File: src/rtl/assert_macros.svh
// assertion macros shared by the graph store rtl
// uses the clk_i and rst_ni names of the module that includes it
`ifndef ASSERT_MACROS_SVH
`define ASSERT_MACROS_SVH
`ifndef NO_ASSERTIONS
`define AMGS_ASSERT(lbl, prop, msg) \
  lbl: assert property (@(posedge clk_i) disable iff (!rst_ni) prop) else $error(msg);
`define AMGS_ASSERT_NEVER(lbl, cond, msg) \
  `AMGS_ASSERT(lbl, !(cond), msg)
`else
`define AMGS_ASSERT(lbl, prop, msg)
`define AMGS_ASSERT_NEVER(lbl, cond, msg)
`endif
`endif

File: src/rtl/amgs_pkg.sv
// constants, opcodes and shared types of the adjacency matrix graph store
// no dependencies
package amgs_pkg;

  localparam int unsigned MaxVertices = 32;
  localparam int unsigned VtxW        = 6;
  localparam int unsigned OpW         = 3;
  localparam int unsigned RowW        = MaxVertices;
  localparam int unsigned AddrW       = $clog2(MaxVertices);
  localparam int unsigned CountW      = VtxW + 1;
  localparam int unsigned Chunks      = (MaxVertices + 7) / 8;
  localparam int unsigned DegW        = $clog2(MaxVertices + 1);

  localparam logic [VtxW-1:0] VcountReset = VtxW'(32);

  typedef enum logic [OpW-1:0] {
    OP_CLEAR     = 3'd0,
    OP_ADD_EDGE  = 3'd1,
    OP_ADJACENT  = 3'd2,
    OP_DEGREE    = 3'd3,
    OP_NEIGHBORS = 3'd4
  } op_e;

  typedef struct packed {
    logic             clr;
    logic             rd_en;
    logic [AddrW-1:0] rd_addr;
    logic             wr_en;
    logic [AddrW-1:0] wr_addr;
    logic [RowW-1:0]  wr_row;
  } mem_req_t;

  typedef struct packed {
    logic [VtxW-1:0] value;
    logic            error;
    logic            last;
  } res_t;

endpackage

File: src/rtl/amgs_if.sv
// valid/ready channel interfaces of the graph store: operations, results, config
// depends on amgs_pkg
interface amgs_op_if import amgs_pkg::*; ();
  logic            valid;
  logic            ready;
  logic [OpW-1:0]  opcode;
  logic [VtxW-1:0] vertex_a;
  logic [VtxW-1:0] vertex_b;

  modport source (output valid, output opcode, output vertex_a, output vertex_b, input ready);
  modport sink   (input valid, input opcode, input vertex_a, input vertex_b, output ready);
endinterface

interface amgs_res_if import amgs_pkg::*; ();
  logic            valid;
  logic            ready;
  logic [VtxW-1:0] value;
  logic            error;
  logic            last;

  modport source (output valid, output value, output error, output last, input ready);
  modport sink   (input valid, input value, input error, input last, output ready);
endinterface

interface amgs_cfg_if import amgs_pkg::*; ();
  logic            valid;
  logic            ready;
  logic [VtxW-1:0] data;

  modport source (output valid, output data, input ready);
  modport sink   (input valid, input data, output ready);
endinterface

File: src/rtl/amgs_ram.sv
// generic single-write, single-read synchronous ram with registered read data
// no dependencies
module amgs_ram #(
  parameter int unsigned Width = 32,
  parameter int unsigned Depth = 32,
  localparam int unsigned AW   = $clog2(Depth)
) (
  input  logic             clk_i,
  input  logic             we_i,
  input  logic [AW-1:0]    waddr_i,
  input  logic [Width-1:0] wdata_i,
  input  logic             re_i,
  input  logic [AW-1:0]    raddr_i,
  output logic [Width-1:0] rdata_o
);

  logic [Width-1:0] mem_q [Depth];
  logic [Width-1:0] rdata_q;

  always_ff @(posedge clk_i) begin
    if (we_i) begin
      mem_q[waddr_i] <= wdata_i;
    end
    if (re_i) begin
      rdata_q <= mem_q[raddr_i];
    end
  end

  assign rdata_o = rdata_q;

endmodule

File: src/rtl/amgs_row_store.sv
// adjacency row memory with per-row valid bits so reset and clear read as zero
// depends on amgs_pkg and amgs_ram
module amgs_row_store import amgs_pkg::*; (
  input  logic            clk_i,
  input  logic            rst_ni,
  input  mem_req_t        req_i,
  output logic [RowW-1:0] row_o
);

  logic [MaxVertices-1:0] valid_q;
  logic                   rd_valid_q;
  logic [RowW-1:0]        ram_rdata;

  always_ff @(posedge clk_i or negedge rst_ni) begin
    if (!rst_ni) begin
      valid_q    <= '0;
      rd_valid_q <= 1'b0;
    end else begin
      if (req_i.clr) begin
        valid_q <= '0;
      end else if (req_i.wr_en) begin
        valid_q[req_i.wr_addr] <= 1'b1;
      end
      if (req_i.rd_en) begin
        rd_valid_q <= valid_q[req_i.rd_addr];
      end
    end
  end

  amgs_ram #(
    .Width (RowW),
    .Depth (MaxVertices)
  ) u_ram (
    .clk_i   (clk_i),
    .we_i    (req_i.wr_en),
    .waddr_i (req_i.wr_addr),
    .wdata_i (req_i.wr_row),
    .re_i    (req_i.rd_en),
    .raddr_i (req_i.rd_addr),
    .rdata_o (ram_rdata)
  );

  assign row_o = rd_valid_q ? ram_rdata : '0;

endmodule

File: src/rtl/amgs_ctrl.sv
// operation sequencer: decodes each operation, reads/modifies/writes rows, forms results
// depends on amgs_pkg, amgs_if and assert_macros.svh
`include "assert_macros.svh"
module amgs_ctrl import amgs_pkg::*; (
  input  logic            clk_i,
  input  logic            rst_ni,
  amgs_cfg_if.sink        cfg_i,
  amgs_op_if.sink         op_i,
  output mem_req_t        mem_req_o,
  input  logic [RowW-1:0] row_i,
  input  logic            slot_free_i,
  output logic            push_o,
  output res_t            res_o
);

  typedef enum logic [2:0] {
    S_IDLE,
    S_ADD_A,
    S_ADD_B,
    S_READ,
    S_SUM,
    S_LIST,
    S_RESP
  } state_e;

  function automatic logic in_range(input logic [VtxW-1:0] v, input logic [CountW-1:0] n);
    return (v != '0) && ({1'b0, v} <= n);
  endfunction

  function automatic logic [RowW-1:0] low_mask(input logic [CountW-1:0] n);
    logic [RowW-1:0] m;
    for (int i = 0; i < RowW; i++) begin
      m[i] = (CountW'(i) < n);
    end
    return m;
  endfunction

  function automatic logic [RowW-1:0] one_hot(input logic [AddrW-1:0] idx);
    return {{(RowW-1){1'b0}}, 1'b1} << idx;
  endfunction

  function automatic logic [AddrW-1:0] lowest_set(input logic [RowW-1:0] r);
    logic [AddrW-1:0] idx;
    idx = '0;
    for (int i = RowW - 1; i >= 0; i--) begin
      if (r[i]) begin
        idx = AddrW'(i);
      end
    end
    return idx;
  endfunction

  function automatic logic [3:0] pop8(input logic [7:0] b);
    logic [3:0] c;
    c = '0;
    for (int i = 0; i < 8; i++) begin
      c = c + 4'(b[i]);
    end
    return c;
  endfunction

  state_e            state_q, state_d;
  op_e               op_q, op_d;
  logic [VtxW-1:0]   vcount_q;
  logic [VtxW-1:0]   a_q, b_q;
  res_t              res_q, res_d;
  logic [RowW-1:0]   list_q, list_d;
  logic [3:0]        cnt_q [Chunks];
  logic [3:0]        cnt_d [Chunks];

  logic                  accept;
  logic [OpW-1:0]        in_op;
  logic                  in_err;
  logic [AddrW-1:0]      in_a_idx;
  logic [AddrW-1:0]      a_idx, b_idx;
  logic [CountW-1:0]     n_eff;
  logic [RowW-1:0]       row_masked;
  logic [Chunks*8-1:0]   row_pad;
  logic [DegW-1:0]       deg_sum;
  logic [AddrW-1:0]      lst_idx;
  logic [RowW-1:0]       lst_rest;
  logic [VtxW-1:0]       lst_value;

  assign accept   = op_i.valid && op_i.ready;
  assign in_op    = op_i.opcode;
  assign n_eff    = ({1'b0, vcount_q} > CountW'(MaxVertices)) ? CountW'(MaxVertices)
                                                              : {1'b0, vcount_q};
  assign in_err   = !in_range(op_i.vertex_a, n_eff) ||
                    (((in_op == OP_ADD_EDGE) || (in_op == OP_ADJACENT)) &&
                     !in_range(op_i.vertex_b, n_eff));
  assign in_a_idx = AddrW'(op_i.vertex_a - VtxW'(1));
  assign a_idx    = AddrW'(a_q - VtxW'(1));
  assign b_idx    = AddrW'(b_q - VtxW'(1));

  assign row_masked = row_i & low_mask(n_eff);
  assign row_pad    = (Chunks*8)'(row_masked);

  assign lst_idx   = lowest_set(list_q);
  assign lst_rest  = list_q & ~one_hot(lst_idx);
  assign lst_value = VtxW'(lst_idx) + VtxW'(1);

  always_comb begin
    deg_sum = '0;
    for (int k = 0; k < Chunks; k++) begin
      deg_sum = deg_sum + DegW'(cnt_q[k]);
    end
  end

  assign cfg_i.ready = 1'b1;
  assign op_i.ready  = (state_q == S_IDLE);

  always_comb begin
    state_d   = state_q;
    op_d      = op_q;
    res_d     = res_q;
    list_d    = list_q;
    cnt_d     = cnt_q;
    mem_req_o = '0;
    push_o    = 1'b0;
    res_o     = res_q;
    unique case (state_q)
      S_IDLE: begin
        if (accept) begin
          if (in_op == OP_CLEAR) begin
            mem_req_o.clr = 1'b1;
            res_d         = '{value: '0, error: 1'b0, last: 1'b1};
            state_d       = S_RESP;
          end else if (in_op <= OP_NEIGHBORS) begin
            op_d = op_e'(in_op);
            if (in_err) begin
              res_d   = '{value: '0, error: 1'b1, last: 1'b1};
              state_d = S_RESP;
            end else begin
              mem_req_o.rd_en   = 1'b1;
              mem_req_o.rd_addr = in_a_idx;
              state_d           = (in_op == OP_ADD_EDGE) ? S_ADD_A : S_READ;
            end
          end
        end
      end
      // both rows of a self-loop get the same value, so the stale second read is harmless
      S_ADD_A: begin
        mem_req_o.wr_en   = 1'b1;
        mem_req_o.wr_addr = a_idx;
        mem_req_o.wr_row  = row_i | one_hot(b_idx);
        mem_req_o.rd_en   = 1'b1;
        mem_req_o.rd_addr = b_idx;
        state_d           = S_ADD_B;
      end
      S_ADD_B: begin
        mem_req_o.wr_en   = 1'b1;
        mem_req_o.wr_addr = b_idx;
        mem_req_o.wr_row  = row_i | one_hot(a_idx);
        res_d             = '{value: '0, error: 1'b0, last: 1'b1};
        state_d           = S_RESP;
      end
      S_READ: begin
        case (op_q)
          OP_ADJACENT: begin
            res_d   = '{value: VtxW'(row_masked[b_idx]), error: 1'b0, last: 1'b1};
            state_d = S_RESP;
          end
          OP_DEGREE: begin
            for (int k = 0; k < Chunks; k++) begin
              cnt_d[k] = pop8(row_pad[k*8 +: 8]);
            end
            state_d = S_SUM;
          end
          default: begin
            list_d  = row_masked;
            state_d = S_LIST;
          end
        endcase
      end
      S_SUM: begin
        res_d   = '{value: VtxW'(deg_sum), error: 1'b0, last: 1'b1};
        state_d = S_RESP;
      end
      S_LIST: begin
        push_o = slot_free_i;
        if (list_q == '0) begin
          res_o = '{value: '0, error: 1'b0, last: 1'b1};
        end else begin
          res_o = '{value: lst_value, error: 1'b0, last: (lst_rest == '0)};
        end
        if (slot_free_i) begin
          list_d = lst_rest;
          if ((list_q == '0) || (lst_rest == '0)) begin
            state_d = S_IDLE;
          end
        end
      end
      S_RESP: begin
        push_o = slot_free_i;
        res_o  = res_q;
        if (slot_free_i) begin
          state_d = S_IDLE;
        end
      end
      default: begin
        state_d = S_IDLE;
      end
    endcase
  end

  always_ff @(posedge clk_i or negedge rst_ni) begin
    if (!rst_ni) begin
      state_q  <= S_IDLE;
      vcount_q <= VcountReset;
    end else begin
      state_q <= state_d;
      if (cfg_i.valid && cfg_i.ready) begin
        vcount_q <= cfg_i.data;
      end
    end
  end

  always_ff @(posedge clk_i) begin
    op_q   <= op_d;
    res_q  <= res_d;
    list_q <= list_d;
    cnt_q  <= cnt_d;
    if (accept) begin
      a_q <= op_i.vertex_a;
      b_q <= op_i.vertex_b;
    end
  end

  `AMGS_ASSERT(a_row_read_first, (state_q == S_ADD_A || state_q == S_ADD_B || state_q == S_READ) |-> $past(mem_req_o.rd_en), "row consumed without a read in the previous cycle")
  `AMGS_ASSERT(a_write_read_row, mem_req_o.wr_en |-> (mem_req_o.wr_addr == $past(mem_req_o.rd_addr)), "row written back to a different address than read")
  `AMGS_ASSERT(a_list_continues, (push_o && !res_o.last) |=> (state_q == S_LIST), "neighbor listing ended without a last result")
  `AMGS_ASSERT_NEVER(a_empty_list_late, state_q == S_LIST && list_q == '0 && $past(state_q) == S_LIST && $past(list_q) != '0, "empty list marker after neighbors were sent")

endmodule

File: src/rtl/amgs_out_stage.sv
// result output register between the sequencer and the result channel
// depends on amgs_pkg and amgs_if
module amgs_out_stage import amgs_pkg::*; (
  input  logic      clk_i,
  input  logic      rst_ni,
  input  logic      push_i,
  input  res_t      res_i,
  output logic      slot_free_o,
  amgs_res_if.source res_o
);

  logic valid_q;
  res_t data_q;

  assign slot_free_o = !valid_q || res_o.ready;

  always_ff @(posedge clk_i or negedge rst_ni) begin
    if (!rst_ni) begin
      valid_q <= 1'b0;
    end else if (push_i) begin
      valid_q <= 1'b1;
    end else if (res_o.ready) begin
      valid_q <= 1'b0;
    end
  end

  always_ff @(posedge clk_i) begin
    if (push_i) begin
      data_q <= res_i;
    end
  end

  assign res_o.valid = valid_q;
  assign res_o.value = data_q.value;
  assign res_o.error = data_q.error;
  assign res_o.last  = data_q.last;

endmodule

File: src/rtl/adjacency_matrix_graph_store.sv
// top level of the undirected graph store kept as an adjacency bit matrix
// depends on amgs_pkg, amgs_if, amgs_row_store, amgs_ctrl and amgs_out_stage
//
// cfg_i sets vertex_count and is always ready; write it only while no operation
// is in flight. op_i takes one operation (clear, add edge, adjacent query,
// degree, neighbor listing) while the sequencer is idle; res_o gives the
// results, with last set on the final result of each operation.
// Rows live in a one-port-read, one-port-write ram with registered read data;
// per-row valid bits make reset and clear take effect at once, no clearing pass.
// Steps of each operation after accept, in order:
//   clear, out-of-range vertex: result; adjacent query: read row, result
//   add edge: two read-modify-write passes, result; degree: read row, byte
//   popcounts, sum, result; neighbor listing: read row, then one result per
//   neighbor (one if none), one result per cycle while res_o is not stalled
// Undefined opcodes are dropped with no result. Results leave through the
// output register; a stalled res_o holds it, the sequencer waits on it and
// op_i stays not ready. After reset all rows read zero and vertex_count is 32.
module adjacency_matrix_graph_store import amgs_pkg::*; (
  input  logic       clk_i,
  input  logic       rst_ni,
  amgs_cfg_if.sink   cfg_i,
  amgs_op_if.sink    op_i,
  amgs_res_if.source res_o
);

  mem_req_t        mem_req;
  logic [RowW-1:0] row;
  logic            slot_free;
  logic            push;
  res_t            res;

  amgs_row_store u_row_store (
    .clk_i  (clk_i),
    .rst_ni (rst_ni),
    .req_i  (mem_req),
    .row_o  (row)
  );

  amgs_ctrl u_ctrl (
    .clk_i       (clk_i),
    .rst_ni      (rst_ni),
    .cfg_i       (cfg_i),
    .op_i        (op_i),
    .mem_req_o   (mem_req),
    .row_i       (row),
    .slot_free_i (slot_free),
    .push_o      (push),
    .res_o       (res)
  );

  amgs_out_stage u_out_stage (
    .clk_i       (clk_i),
    .rst_ni      (rst_ni),
    .push_i      (push),
    .res_i       (res),
    .slot_free_o (slot_free),
    .res_o       (res_o)
  );

endmodule
File: src/flat_wrapper.sv
// flat-port wrapper written by rule: the top's interface ports become plain ports
module adjacency_matrix_graph_store_flat import amgs_pkg::*;
  (clk_i, rst_ni, cfg_i_valid, cfg_i_data, cfg_i_ready, op_i_valid, op_i_opcode, op_i_vertex_a, op_i_vertex_b, op_i_ready, res_o_valid, res_o_value, res_o_error, res_o_last, res_o_ready);
  amgs_cfg_if cfg_i_i ();
  amgs_op_if op_i_i ();
  amgs_res_if res_o_i ();
  input  logic clk_i;
  input  logic rst_ni;
  input wire logic [$bits(cfg_i_i.valid)-1:0] cfg_i_valid;
  input wire logic [$bits(cfg_i_i.data)-1:0] cfg_i_data;
  output wire logic [$bits(cfg_i_i.ready)-1:0] cfg_i_ready;
  input wire logic [$bits(op_i_i.valid)-1:0] op_i_valid;
  input wire logic [$bits(op_i_i.opcode)-1:0] op_i_opcode;
  input wire logic [$bits(op_i_i.vertex_a)-1:0] op_i_vertex_a;
  input wire logic [$bits(op_i_i.vertex_b)-1:0] op_i_vertex_b;
  output wire logic [$bits(op_i_i.ready)-1:0] op_i_ready;
  output wire logic [$bits(res_o_i.valid)-1:0] res_o_valid;
  output wire logic [$bits(res_o_i.value)-1:0] res_o_value;
  output wire logic [$bits(res_o_i.error)-1:0] res_o_error;
  output wire logic [$bits(res_o_i.last)-1:0] res_o_last;
  input wire logic [$bits(res_o_i.ready)-1:0] res_o_ready;
  assign cfg_i_i.valid = cfg_i_valid;
  assign cfg_i_i.data = cfg_i_data;
  assign cfg_i_ready = cfg_i_i.ready;
  assign op_i_i.valid = op_i_valid;
  assign op_i_i.opcode = op_i_opcode;
  assign op_i_i.vertex_a = op_i_vertex_a;
  assign op_i_i.vertex_b = op_i_vertex_b;
  assign op_i_ready = op_i_i.ready;
  assign res_o_valid = res_o_i.valid;
  assign res_o_value = res_o_i.value;
  assign res_o_error = res_o_i.error;
  assign res_o_last = res_o_i.last;
  assign res_o_i.ready = res_o_ready;
  adjacency_matrix_graph_store u_core (.clk_i(clk_i), .rst_ni(rst_ni), .cfg_i(cfg_i_i), .op_i(op_i_i), .res_o(res_o_i));
endmodule
File: config.mk
export PLATFORM = sky130hd
export DESIGN_NAME = adjacency_matrix_graph_store_flat
export DESIGN_NICKNAME = d
export VERILOG_FILES = /design/src/rtl/amgs_pkg.sv /design/src/rtl/amgs_if.sv /design/src/rtl/amgs_ram.sv /design/src/rtl/amgs_row_store.sv /design/src/rtl/amgs_ctrl.sv /design/src/rtl/amgs_out_stage.sv /design/src/rtl/adjacency_matrix_graph_store.sv /design/src/flat_wrapper.sv
export VERILOG_INCLUDE_DIRS = /design/src /design/src/rtl
export SDC_FILE = /design/constraint.sdc
export NUM_CORES = 1
export LEC_CHECK = 0
export ABC_AREA = 1
export BUFFER_PORTS_ARGS = -buffer_cell sky130_fd_sc_hd__buf_2
export CORE_ASPECT_RATIO = 2
export CORE_MARGIN = 2
export CORE_UTILIZATION = 50
export DETAILED_ROUTE_END_ITERATION = 8
export PLACE_DENSITY = 0.67
export SLEW_MARGIN = 20
export SYNTH_ARGS = -nofsm -noshare
export SYNTH_HDL_FRONTEND = slang
export SYNTH_SLANG_ARGS = --single-unit
File: constraint.sdc
create_clock -name clk_i -period 6.4 [get_ports clk_i]
set_clock_uncertainty 0.2 [all_clocks]
set_input_delay 1.6 -clock clk_i [delete_from_list [all_inputs] [get_ports clk_i]]
set_output_delay 1.6 -clock clk_i [all_outputs]
set_load 0.1 [all_outputs]
==> run metrics <==
Synth cell types 53; DR vias/cell 6.331; top post-synthesis cells by area edfxtp_1, o21ai_0, nor2_1, o221ai_1, nand3_1; DP Wirelength 87360 microns; post-route minimum period ~5700 ps; largest net degree at the start of global routing between 100 and 150; pwr dens roughly 390 mW/mm^2; delay-heaviest family, CP simple AND/OR/NAND/NOR gates; number of synthesized register bits approximately 1200; critical path data arrival time around 6100 ps; Mapped Nets approximately 4000; final hold vios 0; die height roughly 450 microns; final setup violation count 0; DP Area 0.05198 sq mm; Residual DRC 0; Reg area about 0.035 sq mm; Filler cells 7850; clock latency on the worst-skew pair 710 ps; Port-buffer cells 35; TritonCTS buffer count 95; max-slew violations 0; CP Buf/Inv Count 3; Clock transition at path regs 80 ps; Syn Area/Cell ~13 sq um; Crit-path slowest cell nor4_1; cell area after synthesis around 0.050 sq mm; Synth area leader edfxtp_1; Synth-to-Final Area Change 11.20%; Detailed Route WL ~150000 microns; initial antenna violation count 2; grt total ovfl 0; non-filler cells, final between 5000 and 6000; Warnings, synthesis 0; die width 226.6 microns; RSZ-0062 raised after global routing false; GRT Overall Usage 0.2942; Final Cycle Share 0.8838; core box area ~0.099 sq mm; Slew @ Worst Pin 1142 ps; HP Class register to register; status completed; I/O pins 37; CTS sink cnt about 1200; initial core utilization 0.5030; critical path type register to register; max-cap check violation count 0; Critical Path Source Type register; Initial DRC Count between 4000 and 5000; vias in the first global route ~34000; Multi-input gate area around 0.013 sq mm; layout cells sized above 1 0.1025; Synth Flop Type edfxtp_1; Setup TNS 0 ps; Clock Root Buffer clkbuf_16; drt pass-1 iters 6; sequential share of the synthesized area 0.7078; Setup Buffers After CTS 0; most used cell, CP nand2_1; Die Area ~0.1 sq mm; fin nets about 4100; endpoint type of the worst setup path register; row cnt 163; total power about 0.021 W; Cells after Synth 3963; VDD IR max between 0.00015 and 0.0002 V; WP data required 6830 ps; Crit path largest cell delay just under 600 ps; Resized Gates After CTS 0; Post-synth EDFFs ~1100; antenna-violating nets left 0; H-tree depth 3; routed vias approximately 34000; hold-fix buffers at CTS 0; Max FO, Critical Path 3; Max Fclk about 180 MHz; gpl congestion around 0.94; placed cell count ~5200; Final Cell Area 0.05510 sq mm; Max transition margin 0.2368; global-route wire length before repair 216600 microns; maximum root-to-sink buffer count 3; Avg WL per Cell ~28 microns; Pleak between 15 and 20 nW; Synth async-reset ratio 0.03660; hold_ws roughly 290 ps; top cell type's share of synthesized area 0.6861; CTS tree done
[registers in the layout, indices dropped and copies added, names as in the netlist]
name / flops
u_core.u_row_store.u_ram.rdata_o: 32
u_core.u_out_stage.res_o.error: 1
u_core.u_out_stage.res_o.last: 1
u_core.u_out_stage.res_o.valid: 1
u_core.u_row_store.u_ram.mem_q: 1024
u_core.u_ctrl.b_q: 5
u_core.u_ctrl.state_q: 3
u_core.u_ctrl.op_q: 3
u_core.u_row_store.valid_q: 32
u_core.u_ctrl.cnt_q: 16
u_core.u_ctrl.a_q: 5
u_core.u_out_stage.res_o.value: 6
u_core.u_ctrl.list_q: 32
u_core.u_ctrl.vcount_q: 6
u_core.u_row_store.rd_valid_q: 1
u_core.u_ctrl.res_q: 7
[cell usage in the layout (no fill, tap or decap), types with 54 or more instances in the layout]
cell / instances
nor2_1: 668
o21ai_0: 540
nand3_1: 212
inv_1: 187
edfxtp_1: 1132
a21oi_1: 54
o221ai_1: 257
buf_4: 110
nand2_1: 245
clkbuf_16: 97
o21ai_1: 76
[power by group]
| group | total [W] | internal [W] | switching [W] |
|---|---|---|---|
| clock | 0.00600 | 0.00321 | 0.00279 |
| sequential | 0.0101 | 0.00982 | 0.000234 |
| combinational | 0.00536 | 0.00133 | 0.00403 |
[final timing paths]
path,from,end,slack (ps),cells past startpoint
max,u_core.u_ctrl.list_q[30]$_DFFE_PP_,u_core.u_ctrl.state_q[1]$_DFFE_PN0P_,740,46
min,u_core.u_row_store.valid_q[27]$_DFFE_PN0P_,u_core.u_row_store.valid_q[27]$_DFFE_PN0P_,290,2
max reg2reg,u_core.u_ctrl.list_q[30]$_DFFE_PP_,u_core.u_ctrl.state_q[1]$_DFFE_PN0P_,740,46
min reg2reg,u_core.u_row_store.valid_q[27]$_DFFE_PN0P_,u_core.u_row_store.valid_q[27]$_DFFE_PN0P_,290,2
max in group asynchronous,rst_ni,u_core.u_row_store.valid_q[13]$_DFFE_PN0P_,4690,2
min in group asynchronous,rst_ni,u_core.u_ctrl.vcount_q[0]$_DFFE_PN0P_,770,2
[metal layers]
| layer | GRT usage | share of wire | wire length, microns | vias up |
|---|---|---|---|---|
| met5 | 0 | 0.00010 | 15 | - |
| met4 | 0.2128 | 0.081 | 12150 | 2 |
| met3 | 0.05152 | 0.084 | 12580 | 589 |
| met2 | 0.5019 | 0.50 | 75530 | 1896 |
| met1 | 0.3291 | 0.33 | 50200 | 16860 |
| li1 | - | - | - | 14700 |
[through the flow]
step	worst slack [ps]	utilization
global route	391.0	0.5593
global placement	825.6	0.5277
detailed placement	798.2	0.5277
CTS	854.0	0.5593
finish	743.5	0.5593
floorplan	1354	-
[layout make-up]
class / count / area share
sequential: 1175 / 0.6365
antenna: 1 / 0.00004542
multi-input combinational: 2332 / 0.2332
clock buffer: 115 / 0.04528
tap: 1320 / 0.02998
clock inverter: 59 / 0.01126
inverter: 199 / 0.01390
timing repair buffer: 177 / 0.02980
[worst register-to-register path: cells and delay by family, from the launching register on]
family / cells / cell delay (ps)
flops: 1 / 390
fa+ha+maj: 1 / 270
simple gates: 38 / 3930
compound gates: 4 / 500
buf+inv: 3 / 300
[synthesized netlist by cell type, types with 12 or more instances]
library cell and instances:
edfxtp_1 1132, nor2_1 701, o21ai_0 541, o221ai_1 257, nand2_1 247, nand3_1 212
inv_1 189, clkbuf_1 137, a21oi_1 86, buf_2 77, o21ai_1 76, dfrtp_1 42
ha_1 41, a31oi_1 34, fa_1 24, buf_6 22, nor3_1 21, buf_4 17
o211ai_1 14, a2bb2oi_1 12
[cells by family (layout without fill, tap and decap cells)]
family          after synthesis  after routing  share of synthesized area
simple gates               1208           1208                    0.09972
flops                      1175           1175                     0.7078
compound gates             1047           1047                     0.1293
buf+inv                     456            550                    0.04111
fa+ha+maj                    65             65                    0.02005
xor+xnor                     11             11                   0.001944
other cells                   1              2                 0.00007569
No activity file was read; power rests on OpenSTA's default activity.
